**src/hw/rtl/vlbf_pkg.sv**
```systemverilog
// Shared types, register codes and saturation helper for the voice
// low-pass / biquad filter. No dependencies.
package vlbf_pkg;

  localparam int unsigned SampleW = 16;
  localparam int unsigned CfgIdxW = 4;
  localparam int unsigned CfgDataW = 16;
  // width of the shifted sums handed to the saturation helper
  localparam int unsigned SatInW = 22;

  typedef enum logic [CfgIdxW-1:0] {
    RegEnables = 4'd0,
    RegLpGain  = 4'd1,
    RegLpFb    = 4'd2,
    RegBqB0    = 4'd3,
    RegBqB1    = 4'd4,
    RegBqB2    = 4'd5,
    RegBqA1    = 4'd6,
    RegBqA2    = 4'd7
  } cfg_reg_e;

  typedef struct packed {
    logic [1:0]                 enables;  // bit0 low-pass, bit1 biquad
    logic [SampleW-1:0]         lp_gain;  // unsigned Q15
    logic signed [SampleW-1:0]  lp_fb;
    logic signed [SampleW-1:0]  bq_b0;
    logic signed [SampleW-1:0]  bq_b1;
    logic signed [SampleW-1:0]  bq_b2;
    logic signed [SampleW-1:0]  bq_a1;
    logic signed [SampleW-1:0]  bq_a2;
  } cfg_t;

  // Clamp a signed value to the 16-bit sample range.
  function automatic logic signed [SampleW-1:0] sat16(logic signed [SatInW-1:0] v);
    logic ovf;
    ovf = !((&v[SatInW-1:SampleW-1]) || !(|v[SatInW-1:SampleW-1]));
    if (ovf) begin
      sat16 = v[SatInW-1] ? 16'sh8000 : 16'sh7FFF;
    end else begin
      sat16 = v[SampleW-1:0];
    end
  endfunction

endpackage

```
**src/hw/rtl/vlbf_cfg_regs.sv**
```systemverilog
// Configuration register file of the voice filter.
// Depends on vlbf_pkg for the register codes and the cfg_t bundle.
module vlbf_cfg_regs (
  input  logic                          clk_i,
  input  logic                          rst_ni,
  input  logic                          cfg_valid_i,
  output logic                          cfg_ready_o,
  input  logic [vlbf_pkg::CfgIdxW-1:0]  cfg_index_i,
  input  logic [vlbf_pkg::CfgDataW-1:0] cfg_data_i,
  output vlbf_pkg::cfg_t                cfg_o
);

  vlbf_pkg::cfg_t cfg_q, cfg_d;

  assign cfg_ready_o = 1'b1;

  always_comb begin
    cfg_d = cfg_q;
    if (cfg_valid_i) begin
      unique case (vlbf_pkg::cfg_reg_e'(cfg_index_i))
        vlbf_pkg::RegEnables: cfg_d.enables = cfg_data_i[1:0];
        vlbf_pkg::RegLpGain:  cfg_d.lp_gain = cfg_data_i;
        vlbf_pkg::RegLpFb:    cfg_d.lp_fb   = cfg_data_i;
        vlbf_pkg::RegBqB0:    cfg_d.bq_b0   = cfg_data_i;
        vlbf_pkg::RegBqB1:    cfg_d.bq_b1   = cfg_data_i;
        vlbf_pkg::RegBqB2:    cfg_d.bq_b2   = cfg_data_i;
        vlbf_pkg::RegBqA1:    cfg_d.bq_a1   = cfg_data_i;
        vlbf_pkg::RegBqA2:    cfg_d.bq_a2   = cfg_data_i;
        default: ;  // drop writes to unknown registers
      endcase
    end
  end

  always_ff @(posedge clk_i or negedge rst_ni) begin
    if (!rst_ni) begin
      cfg_q <= '{enables: 2'b00, lp_gain: 16'h8000, default: '0};
    end else begin
      cfg_q <= cfg_d;
    end
  end

  assign cfg_o = cfg_q;

endmodule

```
**config.mk**
```make
export PLATFORM = sky130hd
export DESIGN_NAME = vlbf_cfg_regs
export DESIGN_NICKNAME = d
export VERILOG_FILES = /design/src/hw/rtl/vlbf_pkg.sv /design/src/hw/rtl/vlbf_cfg_regs.sv
export SDC_FILE = /design/constraint.sdc
export NUM_CORES = 1
export LEC_CHECK = 0
export ABC_AREA = 1
export BUFFER_PORTS_ARGS = -buffer_cell sky130_fd_sc_hd__clkbuf_2
export CORE_AREA = 2 2 111 92
export CTS_BUF_LIST = sky130_fd_sc_hd__clkbuf_4 sky130_fd_sc_hd__clkbuf_8
export CTS_CLUSTER_DIAMETER = 40
export DETAILED_ROUTE_END_ITERATION = 8
export DIE_AREA = 0 0 113 94
export GPL_ROUTABILITY_DRIVEN = 0
export HOLD_SLACK_MARGIN = 0.05
export PLACE_DENSITY = 0.87
export SLEW_MARGIN = 20
export SYNTH_ARGS = -nofsm -noshare
export SYNTH_HDL_FRONTEND = slang
export SYNTH_SLANG_ARGS = --single-unit
```
**constraint.sdc**
```tcl
create_clock -name clk_i -period 1.15 [get_ports clk_i]
set_input_delay 0.0575 -clock clk_i [delete_from_list [all_inputs] [get_ports clk_i]]
set_output_delay 0.0575 -clock clk_i [all_outputs]
set_load 0.05 [all_outputs]
```
==> run_results.csv <==
group,metric,value,unit
run_status,outcome,"finished, violations left",
run_status,violations,"DRC, setup timing",
floorplanning,start_util,49.3,%
global_route,grt_max_degree,61,
synth,ys_seq_elements,114,
critical_path,start_kind,"flop",
synth,avgSynthCellArea,8.83,sq um
detailed_routing,drt_iter0_markers,321,
timing,tns,-20.8,ps
global_route,grt_use_met2,42.2,%
critical_path,critPathSlowestCell,"dfstp_2",
timing,hold_viol_final,0,
synth,syn_area,0.00466,sq mm
timing,finalCritPeriodShare,102,%
detailed_routing,wl_per_cell,16.4,microns
critical_path,critPathCaptureType,"primary output",
global_route,grt_pass1_wl,21.3,mm
detailed_routing,finalWirelength,13.5,mm
detailed_routing,num_vias,4268,
global_route,busiest_layer,"met2",
synth,yosysMostFrequentCell,"nand2_1",
synth,yosysTopAreaCell,"dfrtp_1",
floorplanning,die_x,113,microns
synth,synth_edf_count,0,
critical_path,crit_family,"flip-flops",
timing,fin_worst_skew,0,ps
clock_tree,root_buffer,"clkbuf_8",
floorplanning,die_h,94,microns
floorplanning,io_pins,138,
detailed_routing,first_pass_iters,7,
global_route,grt_util_all_layers,26.2,%
timing,hold_ws,80.9,ps
clock_tree,cts_sinks,114,
global_route,antenna_found_initial,0,
synth,ys_warn_count,0,
timing,setup_slack,-20.8,ps
clock_tree,cts.path.max_buffers,2,
finish,drive_above_1_share,28.5,%
global_route,grt.overflow.total,0,
floorplanning,coreArea,0.00945,sq mm
place,io_buffers,136,
timing,rsz0062_at_grt,"yes",
global_route,grt_use_met3,7.42,%
power,vdd_drop_max,1.43,mV
synth,ys_top_cells_by_area,"dfrtp_1, nand2_1, nand4_1",
job,cap_violations,0,
worst_hold_path,hp-class,"in2reg",
power,total_power,14.4,mW
synth,ys_types,18,
synth,synthCells,528,
timing,final.min_clock_period,1170,ps
place,placed_cell_area,0.00556,sq mm
floorplanning,rows,32,
detailed_routing,final_antenna_net_count,0,
clock_tree,cts_made_buffers,17,
clock_tree,h-tree-depth,4,
synth,synth_seq_area_share,61.2,%
detailed_routing,drcViolationCount,8,
critical_path,cp_max_fo,2,
synth,yosysTopAreaCellShare,60.7,%
synth,synth_nets,551,
finish,diodes,0,
clock_tree,cts.clk_slew.worst_paths,70,ps
floorplanning,die_area,0.0106,sq mm
detailed_routing,routed_via_density,5.17,
critical_path,path_buf_inv,1,
critical_path,cp_data_arrival_time,1110,ps
timing,slew_viol_final,0,
synth,synth_flop_cell,"dfrtp_1",
finish,fin_area,0.00629,sq mm
power,p_leak,3.48,nW
critical_path,crit_type,"reg2out",
global_route,use_met1,34.4,%
clock_tree,insertion_delay,410,ps
finish,largest_reg_flops,114,
place,dp_hpwl,9.08,mm
synth,synthArstFlopShare,100,%
timing,fmax,854,MHz
finish,fillers,754,
critical_path,regToRegSetupSlack,410,ps
global_route,grt_pass1_vias,4212,
power,powerDensity,2280,mW/mm^2
critical_path,path_cells,"buf_8",
critical_path,cp.required,1090,ps
finish,synthToLayoutAreaGrowth,34.9,%
timing,setup_violations,1,
critical_path,cpPeakStageDelay,550,ps
clock_tree,cts_tree,"built",
synth,ys_top_cells_by_count,"nand2_1, dfrtp_1, nand4_1, inv_1, nand3_1",
finish,fin_nets,716,
-- what timing repair did --
| item | CTS | global route |
|---|---|---|
| resized for setup | 47 | 86 |
| setup endpoints to repair | 46 | 66 |
| pin swaps | 0 | 0 |
| buffers inserted | 0 | 0 |
| hold buffers | 19 | 0 |
| cloned | 0 | 0 |
| endpoints found under the hold margin | 228 | 0 |
-- through the flow --
stage / utilization [%] / setup slack (ps) / instances
after floorplan: - / 210 / 528
after global placement: 58.8 / 49.7 / 774
after detailed placement: 58.8 / -11.6 / 774
after CTS: 66.0 / -72.1 / 825
after global routing: 66.5 / -68.5 / 825
final: 66.5 / -20.8 / 825
-- layer usage --
metal,vias to the layer above,share of wire (%)
met3,20,7.9
met5,-,0
met4,0,1.3
met1,2080,41
li1,1991,-
met2,177,50
-- path summary, 6_finish.rpt --
path / from / cells past startpoint / endpoint
max: cfg_o[111]$_DFFE_PN1P_ / 1 / cfg_o[111]
min: cfg_index_i[1] / 4 / cfg_o[113]$_DFFE_PN0P_
max reg2reg: cfg_o[46]$_DFFE_PN0P_ / 3 / cfg_o[46]$_DFFE_PN0P_
min reg2reg: cfg_o[5]$_DFFE_PN0P_ / 2 / cfg_o[5]$_DFFE_PN0P_
max in group asynchronous: rst_ni / 3 / cfg_o[111]$_DFFE_PN1P_
min in group asynchronous: rst_ni / 3 / cfg_o[81]$_DFFE_PN0P_
-- final cells by class --
type	instances	area, sq um	area share (%)
Sequential cell	114	2850	45.4
Inverter	22	82.6	1.31
Tap cell	119	149	2.37
Multi-Input combinational cell	364	1600	25.4
Timing Repair Buffer	174	1240	19.7
Clock buffer	18	248	3.94
Clock inverter	14	116	1.85
-- worst register-to-register path: stages, from the launching register on --
cell and delay (ps):
dfrtp_1 410, inv_1 60, o21bai_1 90, nand2_1 70
-- logic make-up after synthesis --
group	count (synthesis)	share of synthesized area [%]
compound gates	16	2.58
buf+inv	50	4.59
flops	114	61.2
other cells	1	0.0804
simple gates	347	31.5
-- layout by cell type, fill, tap and decap left out, types with 3 or more instances in the layout --
cell type      count
clkinvlp_4         7
nand4_1           34
nand3_1           19
nand3_2            3
buf_4             19
buf_2             42
clkbuf_8          18
buf_12             4
nor2_4             5
dfrtp_1          113
dlygate4sd3_1     19
nand2_1          281
inv_1             20
o21bai_1          16
clkbuf_4          62
clkbuf_2          27
clkinv_2           5
-- power breakdown --
group | switching, mW | leakage [nW] | internal, mW
clock | 1.71 | 0.168 | 1.74
combinational | 4.19 | 1.88 | 1.33
sequential | 0.534 | 1.43 | 4.85
Note: power is estimated with default switching activity, not from simulation.
