==> config.mk <==
export PLATFORM = sky130hd
export DESIGN_NAME = vlbf_lowpass
export DESIGN_NICKNAME = d
export VERILOG_FILES = /design/src/hw/rtl/vlbf_pkg.sv /design/src/hw/rtl/vlbf_lowpass.sv
export SDC_FILE = /design/constraint.sdc
export NUM_CORES = 1
export LEC_CHECK = 0
export ABC_AREA = 1
export BUFFER_PORTS_ARGS = -buffer_cell sky130_fd_sc_hd__buf_2
export CAP_MARGIN = 20
export CORE_UTILIZATION = 50
export DETAILED_ROUTE_END_ITERATION = 8
export GPL_TIMING_DRIVEN = 0
export HOLD_SLACK_MARGIN = 0.12
export MAX_ROUTING_LAYER = met4
export PLACE_DENSITY = 0.66
export SETUP_SLACK_MARGIN = 0.05
export SLEW_MARGIN = 20
export SYNTH_ARGS = -nofsm -noshare
export SYNTH_HDL_FRONTEND = slang
export SYNTH_SLANG_ARGS = --single-unit
export TNS_END_PERCENT = 100
==> constraint.sdc <==
create_clock -name clk_i -period 22.7 [get_ports clk_i]
set_input_delay 4.54 -clock clk_i [delete_from_list [all_inputs] [get_ports clk_i]]
set_output_delay 4.54 -clock clk_i [all_outputs]
set_load 0.01 [all_outputs]
==> src/hw/rtl/vlbf_pkg.sv <==
// Shared types, register codes and saturation helper for the voice
// low-pass / biquad filter. No dependencies.
package vlbf_pkg;

  localparam int unsigned SampleW = 16;
  localparam int unsigned CfgIdxW = 4;
  localparam int unsigned CfgDataW = 16;
  // width of the shifted sums handed to the saturation helper
  localparam int unsigned SatInW = 22;

  typedef enum logic [CfgIdxW-1:0] {
    RegEnables = 4'd0,
    RegLpGain  = 4'd1,
    RegLpFb    = 4'd2,
    RegBqB0    = 4'd3,
    RegBqB1    = 4'd4,
    RegBqB2    = 4'd5,
    RegBqA1    = 4'd6,
    RegBqA2    = 4'd7
  } cfg_reg_e;

  typedef struct packed {
    logic [1:0]                 enables;  // bit0 low-pass, bit1 biquad
    logic [SampleW-1:0]         lp_gain;  // unsigned Q15
    logic signed [SampleW-1:0]  lp_fb;
    logic signed [SampleW-1:0]  bq_b0;
    logic signed [SampleW-1:0]  bq_b1;
    logic signed [SampleW-1:0]  bq_b2;
    logic signed [SampleW-1:0]  bq_a1;
    logic signed [SampleW-1:0]  bq_a2;
  } cfg_t;

  // Clamp a signed value to the 16-bit sample range.
  function automatic logic signed [SampleW-1:0] sat16(logic signed [SatInW-1:0] v);
    logic ovf;
    ovf = !((&v[SatInW-1:SampleW-1]) || !(|v[SatInW-1:SampleW-1]));
    if (ovf) begin
      sat16 = v[SatInW-1] ? 16'sh8000 : 16'sh7FFF;
    end else begin
      sat16 = v[SampleW-1:0];
    end
  endfunction

endpackage

==> src/hw/rtl/vlbf_lowpass.sv <==
// One-pole low-pass stage with its output history register.
// Depends on vlbf_pkg for widths and saturation.
module vlbf_lowpass (
  input  logic                                clk_i,
  input  logic                                rst_ni,
  input  logic                                enable_i,
  input  logic                                commit_i,
  input  logic [vlbf_pkg::SampleW-1:0]        gain_i,
  input  logic signed [vlbf_pkg::SampleW-1:0] fb_i,
  input  logic signed [vlbf_pkg::SampleW-1:0] sample_i,
  output logic signed [vlbf_pkg::SampleW-1:0] sample_o
);

  logic signed [vlbf_pkg::SampleW-1:0] prev_q, prev_d;
  logic signed [32:0] prod_gain;
  logic signed [31:0] prod_fb;
  logic signed [33:0] acc;
  logic signed [vlbf_pkg::SampleW-1:0] filt;

  assign prod_gain = $signed({1'b0, gain_i}) * sample_i;
  assign prod_fb   = fb_i * prev_q;
  assign acc       = {prod_gain[32], prod_gain} + {{2{prod_fb[31]}}, prod_fb};
  // arithmetic shift by 15 gives the floor
  assign filt      = vlbf_pkg::sat16({{3{acc[33]}}, acc[33:15]});

  assign sample_o = enable_i ? filt : sample_i;

  always_comb begin
    prev_d = prev_q;
    if (commit_i && enable_i) begin
      prev_d = filt;
    end
  end

  always_ff @(posedge clk_i or negedge rst_ni) begin
    if (!rst_ni) begin
      prev_q <= '0;
    end else begin
      prev_q <= prev_d;
    end
  end

endmodule

==> results of run 1 <==
## per-layer routing
layer	GRT usage, %	up-vias	routed length (um)
met5	-	-	0
met4	6.36	0	1490
met3	2.81	83	3910
met2	48.8	524	27800
met1	43.3	8063	27800
li1	-	7419	-
## how the worst max path moves through the flow
stage | to | startpoint | slack [ps] | cells past startpoint
floorplan | sample_o[11] | fb_i[15] | 6950 | 30
global placement | sample_o[5] | fb_i[15] | 5460 | 32
detailed placement | sample_o[6] | fb_i[15] | 5400 | 32
CTS | sample_o[6] | fb_i[15] | 5370 | 32
global route | sample_o[6] | fb_i[15] | 4890 | 33
finish | sample_o[6] | sample_i[8] | 5350 | 33
## worst max-delay path: cells and delay by family
family / cells / cell delay (ps)
adder cells (fa/ha/maj): 9 / 4460
AND/OR/NAND/NOR: 16 / 1990
buffers and inverters: 8 / 1800
## cells in the final DEF (no fill, tap or decap), drive strengths merged
cell         synthesis  final
inv                938    938
dlygate4sd1          1      1
o21a                 1      1
xnor2                5      5
nor3                 2      2
clkbuf              97    101
and2                 3      3
nor2                53     53
nand4                2      2
nor4                 2      2
a21boi               1      1
ha                 176    176
nand3b               6      6
and3                 1      1
o21bai               1      1
a21oi               27     27
fa                 527    527
nand2              736    736
o21ai               11     11
xor2                15     15
dfrtp               16     16
buf                 17     57
nand3               31     31
clkinv               1      1
a21o                 6      6
or2                 20     20
## area by class of cell
| type | instances | area share, % |
|---|---|---|
| well taps | 532 | 3.02 |
| plain buffers | 115 | 2.40 |
| flip-flops and latches | 16 | 1.81 |
| clock buffers | 4 | 0.403 |
| repair buffers | 40 | 0.907 |
| inverters | 939 | 16.0 |
| multi-input cells | 1626 | 75.5 |
## cells by family after synthesis
group | after synthesis | share of synthesized area (%)
AOI/OAI and AO/OA | 47 | 1.22
buffers and inverters | 1054 | 19.2
DFF | 16 | 1.90
and+or+nand+nor | 856 | 16.4
adders and majority gates | 703 | 60.4
xor gates and xnor gates | 20 | 0.830
## through the flow
step	hold slack, ps	utilization (%)	setup WS (ps)	cell area, um^2
global placement	612	53.3	5460	22000
global route	667	53.6	4890	22100
finish	624	53.6	5350	22100
detailed placement	608	53.3	5400	22000
CTS	619	53.6	5370	22100
floorplan	555	-	6950	21100
==> results by group, run 1 <==
Status
  • Status: finished clean

Clock network
  • Clock sinks: 16
  • Htree depth: 1
  • CTS hold repair buffers: 0
  • Clk buf depth: 2
  • Clock Latency Late Sink: 240 ps
  • Post-CTS Repair Setup Buffers: 0
  • CTS root buf: clkbuf_16
  • Post-CTS Resized: 0
  • CTS tree: done
  • Clk slew on worst S/H paths: 50 ps
  • Num CTS Buffers: 3

Timing
  • Worst Tran Pin Value: 1090 ps
  • Fin crit period: 17,350 ps
  • Period utilization: 76.4%
  • Final Slew Violations: 0
  • Peak Freq: 0.0576 GHz
  • Setup tns final: 0 ps
  • RSZ-0062 raised after global routing: false
  • Skew final: 2.41 ps
  • Slew HR: 27.4%
  • Hold Violations, Final: 0
  • Final setup fails: 0

Setup path
  • Max stage delay on crit path: 780 ps
  • R2r startpoint: prev_q[7]
  • Worst EP required: 18,160 ps
  • R2R cell count: 33
  • CP most frequent cell: nand2_1
  • Crit path launch type: primary input
  • Worst setup EP type: output port
  • Critical path arrival: 12,810 ps
  • Reg2reg end: prev_q[9]
  • Slowest-stage cell, CP: clkbuf_1
  • Reg2Reg Setup Slack: 14,520 ps
  • Crit Path Class: in -> out
  • CP Max Fanout: 10

Logic synthesis
  • Asr flop ratio synth: 100%
  • Cell Area, Synth: 0.0211 mm^2
  • Library cells used by synthesis: 37
  • Post-Syn Nets: 3,451
  • Yosys top cell by area: fa_1
  • Post-synthesis sequential area ratio: 1.90%
  • Ys flop type: dfrtp_1
  • Synth Register Bits: 16
  • Yosys top cell area share: 50.0%
  • Syn. warnings: 0
  • Top-count cell post-synth: inv_1
  • Commonest cells in the netlist: inv_1 (935), nand2_1 (727), fa_1 (527), ha_1 (176), clkbuf_1 (97)
  • Top post-synthesis cells by area: fa_1 (50%), inv_1 (17%), nand2_1 (13%)
  • Avg Inst Size Synth: 7.83 um^2
  • Syn Inst Count: 2,696
  • EDFF count, synth: 0

Global route
  • First-pass GRT wire length: 96.3 mm
  • Largest net degree at the start of global routing: 17
  • Initial antenna violation count: 0
  • Gr ovfl total: 0
  • GRT Util Overall: 30.8%
  • Vias in the first global route: 17,200

Floorplan
  • # rows: 74
  • Core area: 0.0412 mm^2
  • Die Height: 207 um
  • Initial Util: 51.2%
  • Die width: 207 um
  • I/O pin total: 68
  • Die area: 0.0430 mm^2

Route
  • Starting DRT DRC Count: 1,023
  • # DRC: 0
  • Final wirelength: 61.0 mm
  • DR vias: 16,089
  • Drt pass-1 iters: 5
  • Remaining antenna violation count: 0
  • Wire per inst: 18.6 um
  • Via/cell ratio: 4.92

Final layout
  • Final Non-Filler Cells: 3,272
  • Top flop regs: prev_q: 16 flops
  • Largest register FFs: 16
  • Layout Nets: 3,496
  • Layout cell share with drive strength beyond 1: 4.05%
  • Area growth from synthesis to layout: 4.52%
  • FF/Latch Area: 400 um^2
  • Fill cells: 4,046
  • Ant. Diodes: 0
  • Multi-input logic area: 0.0167 mm^2
  • Most flops, register: prev_q

Worst hold path
  • Hold_sp: prev_q[6]
  • Min-Delay Endpoint: prev_q[6]
  • Min-delay worst type: reg -> reg
  • Cell depth of the worst min-delay path: 3

Placement
  • Post-DP HPWL: 54.8 mm
  • GP Congestion: 0.993
  • PortBufs: 40
  • Placed insts: 3,268

Job
  • Max-cap violation count: 0
Power of run 1 is not shown: default switching activity piles up to over one toggle a cycle in this logic, so the estimate is an artifact.
==> inputs of run 2 (changes only) <==
--- a/config.mk
+++ b/config.mk
@@ -5,7 +5,7 @@
 export SDC_FILE = /design/constraint.sdc
 export NUM_CORES = 1
 export LEC_CHECK = 0
-export ABC_AREA = 1
+export ABC_AREA = 0
 export BUFFER_PORTS_ARGS = -buffer_cell sky130_fd_sc_hd__buf_2
 export CAP_MARGIN = 20
 export CORE_UTILIZATION = 50
==> constraint.sdc (replaced) <==
create_clock -name clk_i -period 17.34 [get_ports clk_i]
set_input_delay 3.468 -clock clk_i [delete_from_list [all_inputs] [get_ports clk_i]]
set_output_delay 3.468 -clock clk_i [all_outputs]
set_load 0.01 [all_outputs]
==> results by group, run 2 <==
Status
  • Status: finished clean (unchanged)

Setup path
  • Worst Setup EP: sample_o[5] (was sample_o[6])
  • Worst EP required: 13,870 ps (was 18,160 ps)
  • Critical path origin: fb_i[15] (was sample_i[8])
  • R2R cell count: 28 (was 33)
  • Worst setup EP type: output port (unchanged)
  • Crit Path Class: in -> out (unchanged)
  • CP Max Fanout: 16 (was 10)
  • R2r startpoint: prev_q[0] (was prev_q[7])
  • Crit path launch type: primary input (unchanged)
  • Reg2reg end: prev_q[13] (was prev_q[9])
  • Reg2Reg Setup Slack: 8130 ps (was 14,520 ps)
  • Critical path arrival: 12,590 ps (was 12,810 ps)

Route
  • # DRC: 0 (unchanged)
  • Wire per inst: 20.4 um (was 18.6 um)
  • Starting DRT DRC Count: 1,104 (was 1,023)
  • Final wirelength: 57.7 mm (was 61.0 mm)
  • Via/cell ratio: 5.22 (was 4.92)
  • DR vias: 14,770 (was 16,089)
  • Remaining antenna violation count: 0 (unchanged)
  • Drt pass-1 iters: 5 (unchanged)

Clock network
  • Post-CTS Resized: 0 (unchanged)
  • CTS hold repair buffers: 0 (unchanged)
  • Clock sinks: 16 (unchanged)
  • Num CTS Buffers: 3 (unchanged)
  • CTS root buf: clkbuf_16 (unchanged)
  • Clk buf depth: 2 (unchanged)
  • Clk slew on worst S/H paths: 50 ps (about the same)
  • Htree depth: 1 (unchanged)
  • CTS tree: done (unchanged)
  • Post-CTS Repair Setup Buffers: 0 (unchanged)
  • Clock Latency Late Sink: 250 ps (was 240 ps)

Logic synthesis
  • Top-count cell post-synth: inv_1 (unchanged)
  • Asr flop ratio synth: 100% (unchanged)
  • Synth Register Bits: 16 (unchanged)
  • Post-Syn Nets: 2,988 (was 3,451)
  • Avg Inst Size Synth: 9.12 um^2 (was 7.83 um^2)
  • Ys flop type: dfrtp_1 (unchanged)
  • Yosys top cell by area: fa_1 (unchanged)
  • Post-synthesis sequential area ratio: 1.97% (was 1.90%)
  • EDFF count, synth: 0 (unchanged)
  • Library cells used by synthesis: 62 (was 37)
  • Cell Area, Synth: 0.0204 mm^2 (was 0.0211 mm^2)
  • Commonest cells in the netlist: inv_1 (632), fa_1 (527), and2_1 (255), nand2_1 (254), ha_1 (176) (was inv_1 (935), nand2_1 (727), fa_1 (527), ha_1 (176), clkbuf_1 (97))
  • Top post-synthesis cells by area: fa_1 (52%), inv_1 (12%), ha_1 (11%) (was fa_1 (50%), inv_1 (17%), nand2_1 (13%))
  • Syn Inst Count: 2,233 (was 2,696)
  • Syn. warnings: 0 (unchanged)
  • Yosys top cell area share: 51.8% (was 50.0%)

Final layout
  • Cell area after layout: 0.0214 mm^2 (was 0.0221 mm^2)
  • Multi-input logic area: 0.0172 mm^2 (was 0.0167 mm^2)
  • Layout Nets: 3,059 (was 3,496)
  • Leading cell type in the layout, fill and taps excluded: inv_1 (unchanged)
  • Top flop regs: prev_q: 16 flops (unchanged)
  • Area growth from synthesis to layout: 5.28% (was 4.52%)
  • Largest register FFs: 16 (unchanged)
  • Most flops, register: prev_q (unchanged)
  • Layout cell share with drive strength beyond 1: 4.52% (was 4.05%)
  • Fill cells: 3,764 (was 4,046)
  • Ant. Diodes: 0 (unchanged)
  • FF/Latch Area: 400 um^2 (unchanged)
  • Commonest cells after routing, fill and taps aside: inv_1 (632), fa_1 (527), and2_1 (255) (was inv_1 (935), nand2_1 (727), fa_1 (527))
  • Final Non-Filler Cells: 2,828 (was 3,272)

Floorplan
  • I/O pin total: 68 (unchanged)
  • Die Height: 204 um (was 207 um)
  • Die width: 204 um (was 207 um)
  • # rows: 73 (was 74)
  • Core area: 0.0399 mm^2 (was 0.0412 mm^2)
  • Initial Util: 51.0% (was 51.2%)
  • Die area: 0.0415 mm^2 (was 0.0430 mm^2)

Global route
  • Largest net degree at the start of global routing: 17 (unchanged)
  • Initial antenna violation count: 2 (was 0)
  • First-pass GRT wire length: 91.8 mm (was 96.3 mm)
  • GRT Util Overall: 30.6% (was 30.8%)
  • Gr ovfl total: 0 (unchanged)
  • Vias in the first global route: 15,878 (was 17,200)

Timing
  • Final setup fails: 0 (unchanged)
  • Setup tns final: 0 ps (unchanged)
  • Period utilization: 92.6%
  • Hold Violations, Final: 0 (unchanged)
  • Skew final: 5.81 ps (was 2.41 ps)
  • Final hold slack: 709 ps (was 624 ps)
  • Slew HR: 33.9% (was 27.4%)
  • Fin crit period: 16,060 ps
  • Worst Tran Pin Value: 990 ps (was 1090 ps)
  • RSZ-0062 raised after global routing: false (unchanged)
  • Peak Freq: 0.0623 GHz
  • Final Slew Violations: 0 (unchanged)

Placement
  • Placed insts: 2,824 (was 3,268)
  • DP Area: 0.0213 mm^2 (was 0.0220 mm^2)
  • PortBufs: 66 (was 40)
  • GP Congestion: 0.986 (was 0.993)
  • Post-DP HPWL: 51.9 mm (was 54.8 mm)

Worst hold path
  • Min-delay worst type: reg -> reg (unchanged)

Job
  • Max-cap violation count: 0 (unchanged)
run 2: critical path, stage by stage:
cell and delay (ps):
buf_2 160, clkbuf_1 410, nand2_1 730, fa_1 770, inv_1 60, fa_1 500
inv_1 50, fa_1 450, fa_1 510, inv_1 60, fa_1 560, fa_1 430
fa_1 490, inv_1 50, fa_1 470, inv_1 40, ha_1 270, buf_6 140
a21oi_2 190, o211ai_1 140, a2111oi_0 660, o21bai_1 230, o21ai_4 130, xnor2_1 150
nor4_4 510, o21ai_0 250, a31oi_1 450, buf_2 220
run 2: cell type report:
| cell class | instances | share of cell area, % |
|---|---|---|
| repair buffers | 66 | 1.54 |
| plain buffers | 89 | 1.80 |
| multi-input cells | 1496 | 80.2 |
| well taps | 525 | 3.06 |
| inverters | 632 | 11.1 |
| flip-flops and latches | 16 | 1.87 |
| clock buffers | 4 | 0.414 |
run 2: logic make-up after synthesis:
group | share of synthesized area [%]
buffers and inverters | 13.6
adders and majority gates | 62.6
DFF | 1.97
muxes | 0.0553
and+or+nand+nor | 15.3
AOI/OAI and AO/OA | 5.12
xor gates and xnor gates | 1.39
run 2: how the worst min path moves through the flow:
stage	endpoint	slack (ps)	depth (start not counted)	from
floorplan	prev_q[15]	550	2	prev_q[15]
global placement	prev_q[5]	680	2	prev_q[5]
detailed placement	prev_q[5]	680	2	prev_q[5]
CTS	prev_q[5]	690	2	prev_q[5]
global route	prev_q[6]	730	2	prev_q[6]
finish	prev_q[5]	710	2	prev_q[5]
run 2: routing by layer:
layer / global-route usage (%) / share of wire [%] / vias up
met5: - / 0 / -
met1: 44.3 / 46 / 7607
met4: 6.93 / 2.8 / 0
met3: 2.11 / 5.7 / 97
met2: 47.3 / 45 / 468
li1: - / - / 6598
run 2: stage by stage:
stage / utilization (%) / worst slack (ps)
2_1_floorplan: - / 3100
3_3_place_gp: 53.5 / 1410
3_5_place_dp: 53.5 / 1340
4_1_cts: 53.7 / 1340
5_1_grt: 53.7 / 912
6_report: 53.7 / 1280
Power of run 2 is left out for the same reason.
==> inputs of run 3 (changes only) <==
--- a/config.mk
+++ b/config.mk
@@ -8,12 +8,14 @@
 export ABC_AREA = 0
 export BUFFER_PORTS_ARGS = -buffer_cell sky130_fd_sc_hd__buf_2
 export CAP_MARGIN = 20
+export CORE_ASPECT_RATIO = 1.75
 export CORE_UTILIZATION = 50
 export DETAILED_ROUTE_END_ITERATION = 8
 export GPL_TIMING_DRIVEN = 0
 export HOLD_SLACK_MARGIN = 0.12
 export MAX_ROUTING_LAYER = met4
 export PLACE_DENSITY = 0.66
+export REMOVE_ABC_BUFFERS = 1
 export SETUP_SLACK_MARGIN = 0.05
 export SLEW_MARGIN = 20
 export SYNTH_ARGS = -nofsm -noshare
==> results by group, run 3 (same netlist as run 2, synthesis figures left out) <==
Final layout
  • Top flop regs: prev_q: 16 flops (unchanged)
  • Area growth from synthesis to layout: 3.25% (was 5.28%)
  • Final Non-Filler Cells: 2,711 (was 2,828)
  • Cell area after layout: 0.0210 mm^2 (was 0.0214 mm^2)
  • Fill cells: 3,815 (was 3,764)
  • Largest register FFs: 16 (unchanged)
  • Layout Nets: 2,971 (was 3,059)
  • Commonest cells after routing, fill and taps aside: inv_1 (632), fa_1 (527), and2_1 (255) (unchanged)
  • Most flops, register: prev_q (unchanged)
  • Layout cell share with drive strength beyond 1: 4.24% (was 4.52%)
  • Leading cell type in the layout, fill and taps excluded: inv_1 (unchanged)

Clock network
  • CTS root buf: clkbuf_16 (unchanged)
  • Clock sinks: 16 (unchanged)
  • Htree depth: 1 (unchanged)
  • Clk buf depth: 2 (unchanged)
  • CTS hold repair buffers: 0 (unchanged)
  • Post-CTS Resized: 0 (unchanged)
  • Clock Latency Late Sink: 250 ps (about the same)
  • Num CTS Buffers: 3 (unchanged)
  • CTS tree: done (unchanged)
  • Post-CTS Repair Setup Buffers: 0 (unchanged)
  • Clk slew on worst S/H paths: 50 ps (about the same)

Global route
  • Gr ovfl total: 0 (unchanged)
  • GRT Util Overall: 30.1% (was 30.6%)
  • First-pass GRT wire length: 89.7 mm (was 91.8 mm)
  • Initial antenna violation count: 1 (was 2)
  • Largest net degree at the start of global routing: 33 (was 17)
  • Vias in the first global route: 16,884 (was 15,878)

Timing
  • Worst Tran Pin Value: 914 ps (was 990 ps)
  • Peak Freq: 0.0630 GHz (was 0.0623 GHz)
  • Period utilization: 91.6% (was 92.6%)
  • Hold Violations, Final: 0 (unchanged)
  • Setup tns final: 0 ps (unchanged)
  • Fin crit period: 15,880 ps (was 16,060 ps)
  • RSZ-0062 raised after global routing: false (unchanged)
  • Final setup fails: 0 (unchanged)
  • Setup WS post-layout: 1460 ps (was 1280 ps)
  • Final Slew Violations: 0 (unchanged)
  • Slew HR: 38.6% (was 33.9%)
  • Skew final: 2.60 ps (was 5.81 ps)

Setup path
  • Crit Path Class: in -> out (unchanged)
  • Critical path arrival: 12,410 ps (was 12,590 ps)
  • R2r startpoint: prev_q[1] (was prev_q[0])
  • Max stage delay on crit path: 840 ps (was 770 ps)
  • CP Max Fanout: 17 (was 16)
  • R2R cell count: 26 (was 28)
  • Worst EP required: 13,870 ps (about the same)
  • Crit path launch type: primary input (unchanged)
  • Reg2Reg Setup Slack: 8160 ps (was 8130 ps)
  • CP most frequent cell: fa_1 (unchanged)
  • Reg2reg end: prev_q[5] (was prev_q[13])
  • Slowest-stage cell, CP: nor4_4 (was fa_1)
  • Worst setup EP type: output port (unchanged)

Floorplan
  • # rows: 97 (was 73)
  • Core area: 0.0401 mm^2 (was 0.0399 mm^2)
  • Die area: 0.0416 mm^2 (was 0.0415 mm^2)
  • Initial Util: 50.8% (was 51.0%)
  • Die width: 155 um (was 204 um)
  • Die Height: 269 um (was 204 um)
  • I/O pin total: 68 (unchanged)

Route
  • Via/cell ratio: 5.43 (was 5.22)
  • Drt pass-1 iters: 6 (was 5)
  • DR vias: 14,717 (was 14,770)
  • Final wirelength: 56.1 mm (was 57.7 mm)
  • Starting DRT DRC Count: 710 (was 1,104)
  • Remaining antenna violation count: 0 (unchanged)
  • Wire per inst: 20.7 um (was 20.4 um)
  • # DRC: 0 (unchanged)

Placement
  • GP Congestion: 0.978 (was 0.986)
  • DP Area: 0.0209 mm^2 (was 0.0213 mm^2)
  • Post-DP HPWL: 46.8 mm (was 51.9 mm)
  • PortBufs: 67 (was 66)
  • Pre-CTS WS: 1530 ps (was 1340 ps)
  • Placed insts: 2,706 (was 2,824)

Worst hold path
  • Hold_sp: prev_q[15] (was prev_q[5])
  • Min-delay worst type: reg -> reg (unchanged)
  • Cell depth of the worst min-delay path: 2 (unchanged)
  • Min-Delay Endpoint: prev_q[15] (was prev_q[5])

Job
  • Max-cap violation count: 0 (unchanged)

Status
  • Status: finished clean (unchanged)
==> run 3: cell types whose count changed in the layout (fill, tap and decap cells not counted), sizes merged <==
cell | previous run | this run
clkbuf | 82 | 4
buf | 77 | 67
diode | 0 | 1
==> run 3: final cells by class <==
class / count / area [um^2] / share of cell area [%]
clock buffer: 4 / 88.8 / 0.423
antenna: 1 / 2.50 / 0.0119
inverter: 632 / 2370 / 11.3
tap: 495 / 619 / 2.95
sequential: 16 / 400 / 1.90
timing repair buffer: 67 / 335 / 1.60
multi-input combinational: 1496 / 17200 / 81.8
==> run 3: metal layers <==
layer / vias to the layer above / routed length, um / GRT usage (%)
met5: - / 0 / -
met4: 0 / 4560 / 19.3
met3: 168 / 1200 / 1.19
met2: 379 / 32700 / 58.8
met1: 7753 / 17600 / 28.4
li1: 6417 / - / -
==> run 3: metrics by stage <==
step,utilization (%),hold WS (ps)
after floorplan,-,553
after global placement,52.3,729
after detailed placement,52.3,734
after CTS,52.5,741
after global routing,52.5,748
final,52.5,743
==> run 3: worst max-delay path by stage <==
stage	from	to	slack, ps	cells after the start
finish	fb_i[15]	sample_o[3]	1460	28
global route	fb_i[15]	sample_o[3]	1030	28
CTS	fb_i[15]	sample_o[3]	1520	28
detailed placement	fb_i[15]	sample_o[3]	1530	28
global placement	fb_i[15]	sample_o[5]	1330	26
floorplan	fb_i[15]	sample_o[0]	3210	24
==> run 3: worst max-delay path: cells and delay by family <==
family / cells / cell delay (ps)
AOI/OAI and AO/OA: 7 / 1930
adders and majority gates: 9 / 4410
buffers and inverters: 9 / 1360
and+or+nand+nor: 2 / 1040
xor gates and xnor gates: 1 / 150
Power of run 3 is left out for the same reason.
